File: config.mk
export PLATFORM = sky130hd
export DESIGN_NAME = fir_filter_181_tap
export DESIGN_NICKNAME = d
export VERILOG_FILES = /design/src/rtl/core/fir181_pkg.sv /design/src/rtl/core/fir_filter_181_tap.sv
export SDC_FILE = /design/constraint.sdc
export NUM_CORES = 2
export LEC_CHECK = 0
export ABC_AREA = 0
export BUFFER_PORTS_ARGS = -buffer_cell sky130_fd_sc_hd__buf_4
export CAP_MARGIN = 20
export CORE_AREA = 3 3 579 581
export DETAILED_ROUTE_END_ITERATION = 6
export DIE_AREA = 0 0 582 584
export PLACE_DENSITY = 0.6
export SYNTH_ARGS = -nofsm -noshare
export SYNTH_HDL_FRONTEND = slang
export SYNTH_SLANG_ARGS = --single-unit
File: constraint.sdc
create_clock -name i_clk -period 22.1 [get_ports i_clk]
set_input_delay 4.42 -clock i_clk [delete_from_list [all_inputs] [get_ports i_clk]]
set_output_delay 4.42 -clock i_clk [all_outputs]
set_load 0.1 [all_outputs]
File: src/rtl/core/fir181_pkg.sv
// fir181_pkg: shared types and constants for the 181-tap fir filter
// holds the fixed tap table, result widths and the sequencer state type
// no dependencies
`timescale 1ns / 1ps
`default_nettype none

package fir181_pkg;

    localparam int OUT_W     = 32;
    localparam int OUT_SHIFT = 16;
    localparam int COEF_W    = 16;
    localparam int TABLE_LEN = 181;

    // symmetric low-pass taps, center tap at index 90
    localparam logic signed [COEF_W-1:0] TAP_TABLE [0:TABLE_LEN-1] = '{
        -16'sd103,  -16'sd120,  -16'sd146,  -16'sd135,   -16'sd70,
         16'sd50,    16'sd209,   16'sd374,   16'sd506,    16'sd568,
         16'sd537,   16'sd419,   16'sd243,   16'sd57,    -16'sd87,
        -16'sd151,  -16'sd122,   -16'sd23,   16'sd103,    16'sd202,
         16'sd232,   16'sd178,    16'sd59,   -16'sd80,   -16'sd185,
        -16'sd212,  -16'sd148,   -16'sd18,   16'sd127,    16'sd227,
         16'sd238,   16'sd152,    -16'sd2,  -16'sd162,   -16'sd262,
        -16'sd257,  -16'sd144,    16'sd36,   16'sd212,    16'sd309,
         16'sd282,   16'sd136,   -16'sd77,  -16'sd271,   -16'sd363,
        -16'sd308,  -16'sd120,   16'sd130,   16'sd343,    16'sd425,
         16'sd333,    16'sd95,  -16'sd200,  -16'sd432,   -16'sd498,
        -16'sd358,   -16'sd57,   16'sd291,   16'sd543,    16'sd585,
         16'sd382,    -16'sd1,  -16'sd415,  -16'sd688,   -16'sd693,
        -16'sd402,    16'sd88,   16'sd589,   16'sd889,    16'sd838,
         16'sd421,  -16'sd226,  -16'sd852, -16'sd1188,  -16'sd1051,
        -16'sd435,   16'sd464,  16'sd1303,  16'sd1709,   16'sd1428,
         16'sd446,  -16'sd963, -16'sd2287, -16'sd2926,  -16'sd2384,
        -16'sd453,  16'sd2682,  16'sd6452, 16'sd10046,  16'sd12625,
         16'sd13562,
         16'sd12625, 16'sd10046, 16'sd6452, 16'sd2682,  -16'sd453,
        -16'sd2384, -16'sd2926, -16'sd2287,  -16'sd963,   16'sd446,
         16'sd1428,  16'sd1709,  16'sd1303,   16'sd464,  -16'sd435,
        -16'sd1051, -16'sd1188,  -16'sd852,  -16'sd226,   16'sd421,
         16'sd838,   16'sd889,   16'sd589,    16'sd88,   -16'sd402,
        -16'sd693,  -16'sd688,  -16'sd415,    -16'sd1,    16'sd382,
         16'sd585,   16'sd543,   16'sd291,   -16'sd57,   -16'sd358,
        -16'sd498,  -16'sd432,  -16'sd200,    16'sd95,    16'sd333,
         16'sd425,   16'sd343,   16'sd130,  -16'sd120,   -16'sd308,
        -16'sd363,  -16'sd271,   -16'sd77,   16'sd136,    16'sd282,
         16'sd309,   16'sd212,    16'sd36,  -16'sd144,   -16'sd257,
        -16'sd262,  -16'sd162,    -16'sd2,   16'sd152,    16'sd238,
         16'sd227,   16'sd127,   -16'sd18,  -16'sd148,   -16'sd212,
        -16'sd185,   -16'sd80,    16'sd59,   16'sd178,    16'sd232,
         16'sd202,   16'sd103,   -16'sd23,  -16'sd122,   -16'sd151,
        -16'sd87,     16'sd57,   16'sd243,   16'sd419,    16'sd537,
         16'sd568,   16'sd506,   16'sd374,   16'sd209,     16'sd50,
        -16'sd70,   -16'sd135,  -16'sd146,  -16'sd120,   -16'sd103
    };

    typedef enum logic [1:0] {
        ST_IDLE,
        ST_MAC,
        ST_DRAIN
    } t_fir_state;

endpackage

`default_nettype wire

File: src/rtl/core/fir_filter_181_tap.sv
// fir_filter_181_tap: direct-form fir filter, one shared multiply-accumulate unit
// depends on fir181_pkg (tap table, widths, sequencer state type)
//
//   channel   direction  handshake               payload
//   input     in         i_valid / o_stall       i_sample_in  (SAMPLE_WIDTH, signed)
//   output    out        o_valid / i_stall       o_sample_out (32, signed)
//
// a request is not accepted until the previous one has finished: the sequencer
// issues each tap through the one multiplier and one memory read port, drains
// the multiply and accumulate stages, loads the output register and stores the
// sample, then returns to idle ready for the next
// reset (synchronous, active low) empties the delay line and drops any result
// a previous result still stalled at the end of drain holds the request there
`timescale 1ns / 1ps
`default_nettype none

module fir_filter_181_tap #(
    parameter int TAPS         = 181,
    parameter int SAMPLE_WIDTH = 16
) (
    input  wire logic                                  i_clk,
    input  wire logic                                  i_rst_n,
    input  wire logic                                  i_valid,
    output logic                                       o_stall,
    input  wire logic signed [SAMPLE_WIDTH-1:0]        i_sample_in,
    output logic                                       o_valid,
    input  wire logic                                  i_stall,
    output logic signed [fir181_pkg::OUT_W-1:0]        o_sample_out
);
    import fir181_pkg::*;

    // delay line geometry
    localparam int DEPTH  = TAPS - 1;
    localparam int AW     = (DEPTH > 1) ? $clog2(DEPTH) : 1;
    localparam int FW     = $clog2(DEPTH + 1);
    localparam int CW     = $clog2(TAPS);
    // datapath widths: accumulator sized so the tap sum never wraps
    localparam int PROD_W = SAMPLE_WIDTH + COEF_W;
    localparam int ACC_W  = PROD_W + CW;
    localparam int SH_W   = ACC_W - OUT_SHIFT;

    // sequencer
    t_fir_state r_state, n_state;
    logic       accept;
    logic       issue;
    logic       finish;

    logic [CW-1:0]                  r_cnt;
    logic signed [SAMPLE_WIDTH-1:0] r_x;

    // circular delay line: write pointer at the oldest slot, fill count
    // marks how many previous samples exist (missing ones read as zero)
    logic signed [SAMPLE_WIDTH-1:0] mem [0:DEPTH-1];
    logic [AW-1:0]                  r_wptr;
    logic [AW-1:0]                  r_rptr;
    logic [FW-1:0]                  r_fill;
    logic [FW-1:0]                  r_left;
    logic signed [SAMPLE_WIDTH-1:0] r_rd;
    logic [AW-1:0]                  wptr_prev;
    logic [AW-1:0]                  rptr_prev;
    logic [AW-1:0]                  wptr_next;

    // stage 1: operand fetch
    logic                           r_s1_v;
    logic                           r_s1_is_x;
    logic                           r_s1_live;
    logic signed [COEF_W-1:0]       r_s1_coef;
    logic signed [SAMPLE_WIDTH-1:0] s1_opnd;

    // stage 2: product, stage 3: accumulate
    logic                           r_s2_v;
    logic signed [PROD_W-1:0]       r_prod;
    logic signed [ACC_W-1:0]        r_acc;

    // output register
    logic                           r_out_valid;
    logic signed [OUT_W-1:0]        r_out;
    logic signed [OUT_W-1:0]        shifted;

    // pointer arithmetic with wrap at the delay line depth
    assign wptr_prev = (r_wptr == '0) ? AW'(DEPTH - 1) : r_wptr - 1'b1;
    assign rptr_prev = (r_rptr == '0) ? AW'(DEPTH - 1) : r_rptr - 1'b1;
    assign wptr_next = (r_wptr == AW'(DEPTH - 1)) ? '0 : r_wptr + 1'b1;

    // next state and handshake
    always_comb begin
        n_state = r_state;
        o_stall = 1'b1;
        accept  = 1'b0;
        issue   = 1'b0;
        finish  = 1'b0;
        case (r_state)
            ST_IDLE: begin
                o_stall = 1'b0;
                if (i_valid) begin
                    accept  = 1'b1;
                    n_state = ST_MAC;
                end
            end
            ST_MAC: begin
                issue = 1'b1;
                if (r_cnt == CW'(TAPS - 1)) begin
                    n_state = ST_DRAIN;
                end
            end
            ST_DRAIN: begin
                // wait for the pipe to empty and the output register to free up
                if (!r_s1_v && !r_s2_v && (!r_out_valid || !i_stall)) begin
                    finish  = 1'b1;
                    n_state = ST_IDLE;
                end
            end
            default: begin
                n_state = ST_IDLE;
            end
        endcase
    end

    always_ff @(posedge i_clk) begin
        if (!i_rst_n) begin
            r_state <= ST_IDLE;
        end else begin
            r_state <= n_state;
        end
    end

    // tap counter, sample capture and read walk
    always_ff @(posedge i_clk) begin
        if (!i_rst_n) begin
            r_cnt <= '0;
        end else if (accept) begin
            r_cnt <= '0;
        end else if (issue) begin
            r_cnt <= r_cnt + 1'b1;
        end
    end

    always_ff @(posedge i_clk) begin
        if (accept) begin
            r_x    <= i_sample_in;
            r_rptr <= wptr_prev;
            r_left <= r_fill;
        end else if (issue && (r_cnt != '0)) begin
            r_rptr <= rptr_prev;
            if (r_left != '0) begin
                r_left <= r_left - 1'b1;
            end
        end
    end

    // delay line memory: one registered read, one write per request
    always_ff @(posedge i_clk) begin
        r_rd <= mem[r_rptr];
        if (finish) begin
            mem[r_wptr] <= r_x;
        end
    end

    always_ff @(posedge i_clk) begin
        if (!i_rst_n) begin
            r_wptr <= '0;
            r_fill <= '0;
        end else if (finish) begin
            r_wptr <= wptr_next;
            if (r_fill != FW'(DEPTH)) begin
                r_fill <= r_fill + 1'b1;
            end
        end
    end

    // stage 1
    always_ff @(posedge i_clk) begin
        if (!i_rst_n) begin
            r_s1_v <= 1'b0;
        end else begin
            r_s1_v <= issue;
        end
    end

    always_ff @(posedge i_clk) begin
        if (issue) begin
            r_s1_coef <= TAP_TABLE[r_cnt];
            r_s1_is_x <= (r_cnt == '0);
            r_s1_live <= (r_left != '0);
        end
    end

    // tap 0 takes the new sample, older slots never written count as zero
    assign s1_opnd = r_s1_is_x ? r_x : (r_s1_live ? r_rd : '0);

    // stage 2: the shared multiplier
    always_ff @(posedge i_clk) begin
        if (!i_rst_n) begin
            r_s2_v <= 1'b0;
        end else begin
            r_s2_v <= r_s1_v;
        end
    end

    always_ff @(posedge i_clk) begin
        if (r_s1_v) begin
            r_prod <= s1_opnd * r_s1_coef;
        end
    end

    // stage 3: accumulator
    always_ff @(posedge i_clk) begin
        if (accept) begin
            r_acc <= '0;
        end else if (r_s2_v) begin
            r_acc <= r_acc + {{(ACC_W - PROD_W){r_prod[PROD_W-1]}}, r_prod};
        end
    end

    // arithmetic shift right, then keep or sign-extend to the result width
    generate
        if (SH_W >= OUT_W) begin : g_out_trunc
            assign shifted = r_acc[OUT_SHIFT +: OUT_W];
        end else begin : g_out_sext
            assign shifted = {{(OUT_W - SH_W){r_acc[ACC_W-1]}}, r_acc[ACC_W-1:OUT_SHIFT]};
        end
    endgenerate

    // output register
    always_ff @(posedge i_clk) begin
        if (!i_rst_n) begin
            r_out_valid <= 1'b0;
        end else if (finish) begin
            r_out_valid <= 1'b1;
        end else if (!i_stall) begin
            r_out_valid <= 1'b0;
        end
    end

    always_ff @(posedge i_clk) begin
        if (finish) begin
            r_out <= shifted;
        end
    end

    assign o_valid      = r_out_valid;
    assign o_sample_out = r_out;

endmodule

`default_nettype wire

==> run metrics <==
status complete, but fails checks; failing checks DRC, slew limit; Remaining Overflow, GRT 0; crit-path cells nor2b_1, a22o_1, nand2_1, inv_1, fa_1, fa_1, fa_1, fa_1, fa_1, inv_1, fa_1, inv_1, ha_1, and3_1, nand3_1, nor2b_1, a221oi_1, a21boi_0, o21ai_0, o41ai_1, xnor2_1; io pins 54; Remaining DRCs 1; Setup Viol. Count Final 0; placed cell count 11130; slew margin rel. -0.06474; most frequent cells in the layout edfxtp_1 (2985), mux4_2 (944), clkbuf_16 (328), inv_1 (316), buf_4 (313); Arr. time, crit path 9170 ps; Seq pwr share 0.366; Leak between 40 and 50 nW; Primary FF master, synth edfxtp_1; P_sw 5.891 mW; CTS tree yes; power per cell area 123.9 nW/um2; Syn. warnings 0; initial detailed-routing violation count 7080; CTS Buffer Depth 4; Buffers on Ports 53; Worst Hold Class reg -> reg; final antenna-violating net count 0; vias in the first global route ~70000; row count 211; clk root buf clkbuf_16; post-synthesis sequential area ratio 0.6921; syn_nets 7246; Net Sw Frac 0.3187; fin nets 7526; MaxCap Viol Count 0; simple-gate portion of the synthesized area 0.03414; Crit. End Element flop; Skew-Pair Late Insertion Delay 940 ps; Die Ht 584 um; Gate Count Post-Synth approximately 7000; worst-path maximum fanout 20; First-pass DRT Iterations 7; detailed placer's ending HPWL 193.4 mm; cell family with most CP delay adder cells; Worst-path clk slew 70 ps; first-pass GRT wire length 483.9 mm; design area 149200 um2; fin crit share 0.3877; critical path type reg -> reg; # hold bufs at CTS 0; Highest Clock Rate 0.1167 GHz; setup TNS 0 ps; max-slew violation count 56; DR WL/cell about 28 um; Cell Count, Final, Fillers Out roughly 12000; share of layout cells above drive strength 1 0.2489; routed via count roughly 67000; most frequent CP cell fa_1; worst endpoint required time 22700 ps; Clock Skew 85.47 ps; Distinct cells, synth 75; Syn-to-layout area delta 13.07%; fin crit period 8569 ps; Buffers & Inverters on Critical Path 3; unrepaired setup endpoints after global routing no; commonest non-fill, non-tap cell in the layout edfxtp_1; Post-CTS Resized 0; Final Hold Fails 0; Comb pwr share 0.345; H-tree Lvls 5; area of the die about 340000 um2; Slew @ Worst Pin 1597 ps; GRT Total Usage 0.1935; number of synthesized flops with an enable pin 2985; Yosys reg bits 3070; power after layout 18.49 mW; Reg2Reg Setup Slack about 14000 ps; nature of the critical path startpoint flop; initial antenna violation count 11; clock power share 0.289; complex-gate fraction of the synthesized area 0.02640; worst vdd ir 412.0 uV; routed vias/inst approximately 5.7; largest family of logic cells by synthesized area multiplexers; Mapped Area between 100000 and 150000 um2; Cell Area, Placed roughly 140000 um2; mux share of post-synthesis cell area 0.1650; Synth Area in Adders 0.05446; Die Wd 582 um; Synth Area in XOR/XNOR 0.006769; core area roughly 330000 um2; cts bufs inserted 325; Avg Cell Area, Syn about 19 um2; largest net degree at the start of global routing 183; Internal 12.59 mW; Initial Util 0.3996; clock sinks 3070; RePlAce Congestion around 0.88; Max stage delay on crit path 900 ps; Post-CTS Setup Repair Bufs 0; ys async rst share 0; final wirelength 330.3 mm; slowest CP cell fa_1
-- flip-flops by register name, summed over array words and instances, names as in the netlist --
signal,count
r_acc,40
o_sample_out,24
r_s1_v,1
r_rd,16
r_wptr,8
o_valid,1
r_left,8
r_fill,8
r_s1_coef,15
r_s1_is_x,1
r_s1_live,1
r_prod,32
r_s2_v,1
r_state,2
mem,2880
r_x,16
r_rptr,8
r_cnt,8
-- cells by family (layout without fill, tap and decap cells) --
| logic type | after synthesis | in the layout |
|---|---|---|
| DFF | 3070 | 3070 |
| other | 0 | 4 |
| adders and majority gates | 416 | 416 |
| muxes | 995 | 995 |
| buffers and inverters | 699 | 1246 |
| AOI/OAI and AO/OA | 542 | 542 |
| and+or+nand+nor | 986 | 986 |
| xor gates and xnor gates | 102 | 102 |
-- worst register-to-register path, stage by stage (launching register included) --
cell and delay (ps):
edfxtp_1 640, nor2b_1 880, a22o_1 640, nand2_1 210, inv_1 170, fa_1 550, fa_1 900, fa_1 530
fa_1 510, fa_1 490, inv_1 50, fa_1 470, inv_1 40, ha_1 380, and3_1 210, nand3_1 160
nor2b_1 90, a221oi_1 280, a21boi_0 430, o21ai_0 230, o41ai_1 350, xnor2_1 120
-- power by group through the flow --
stage                     logic, mW  clock network, mW  registers (mW)
after floorplan                4.92                  0            6.92
after global placement         6.36                  0            6.89
after detailed placement       6.42                  0            6.89
after CTS                      6.45               5.45            6.77
after global routing           7.22               5.67            6.77
final                          6.39               5.33            6.77
-- Yosys cell counts, drive strengths merged, types with 71 or more instances --
master	number	area share
inv	318	0.0090
dfxtp	85	0.013
o21ai	163	0.0062
edfxtp	2985	0.68
xnor2	71	0.0047
a21oi	122	0.0046
and2	144	0.0068
fa	264	0.040
buf	152	0.0056
clkbuf	225	0.0064
nor2	350	0.010
mux4	944	0.16
nand2	287	0.0082
ha	152	0.014
-- layer usage --
metal	wire length (um)	global-route usage	vias up
li1	-	-	27750
met4	8531	0.05060	0
met5	0	0	-
met3	22240	0.02613	484
met2	163400	0.3180	2420
met1	136100	0.2734	36070
-- worst paths after layout --
path,start,endpoint,depth (start not counted)
worst max-delay path,r_s1_is_x,r_prod[31],21
worst min register to register,r_acc[33],o_sample_out[17],0
worst max register to register,r_s1_is_x,r_prod[31],21
worst min-delay path,r_acc[33],o_sample_out[17],0
-- per-stage QoR --
step / hold slack [ps] / utilization / setup WS, ps
after floorplan: 422.6 / - / 13340
after global placement: 456.7 / 0.4199 / 13740
after detailed placement: 456.0 / 0.4199 / 13570
after CTS: 469.8 / 0.4517 / 13560
after global routing: 469.6 / 0.4518 / 12990
final: 473.3 / 0.4518 / 13530
-- cell type report --
| type | count | area, um2 |
|---|---|---|
| repair buffers | 330 | 2668 |
| clock inverters | 185 | 1927 |
| clock buffers | 409 | 8552 |
| fillers | 27800 | 181000 |
| diodes | 4 | 10.01 |
| inverters | 322 | 1209 |
| well taps | 4366 | 5463 |
| flip-flops and latches | 3070 | 91350 |
| multi-input cells | 3041 | 38050 |
Power figures use the tool's default switching activity.
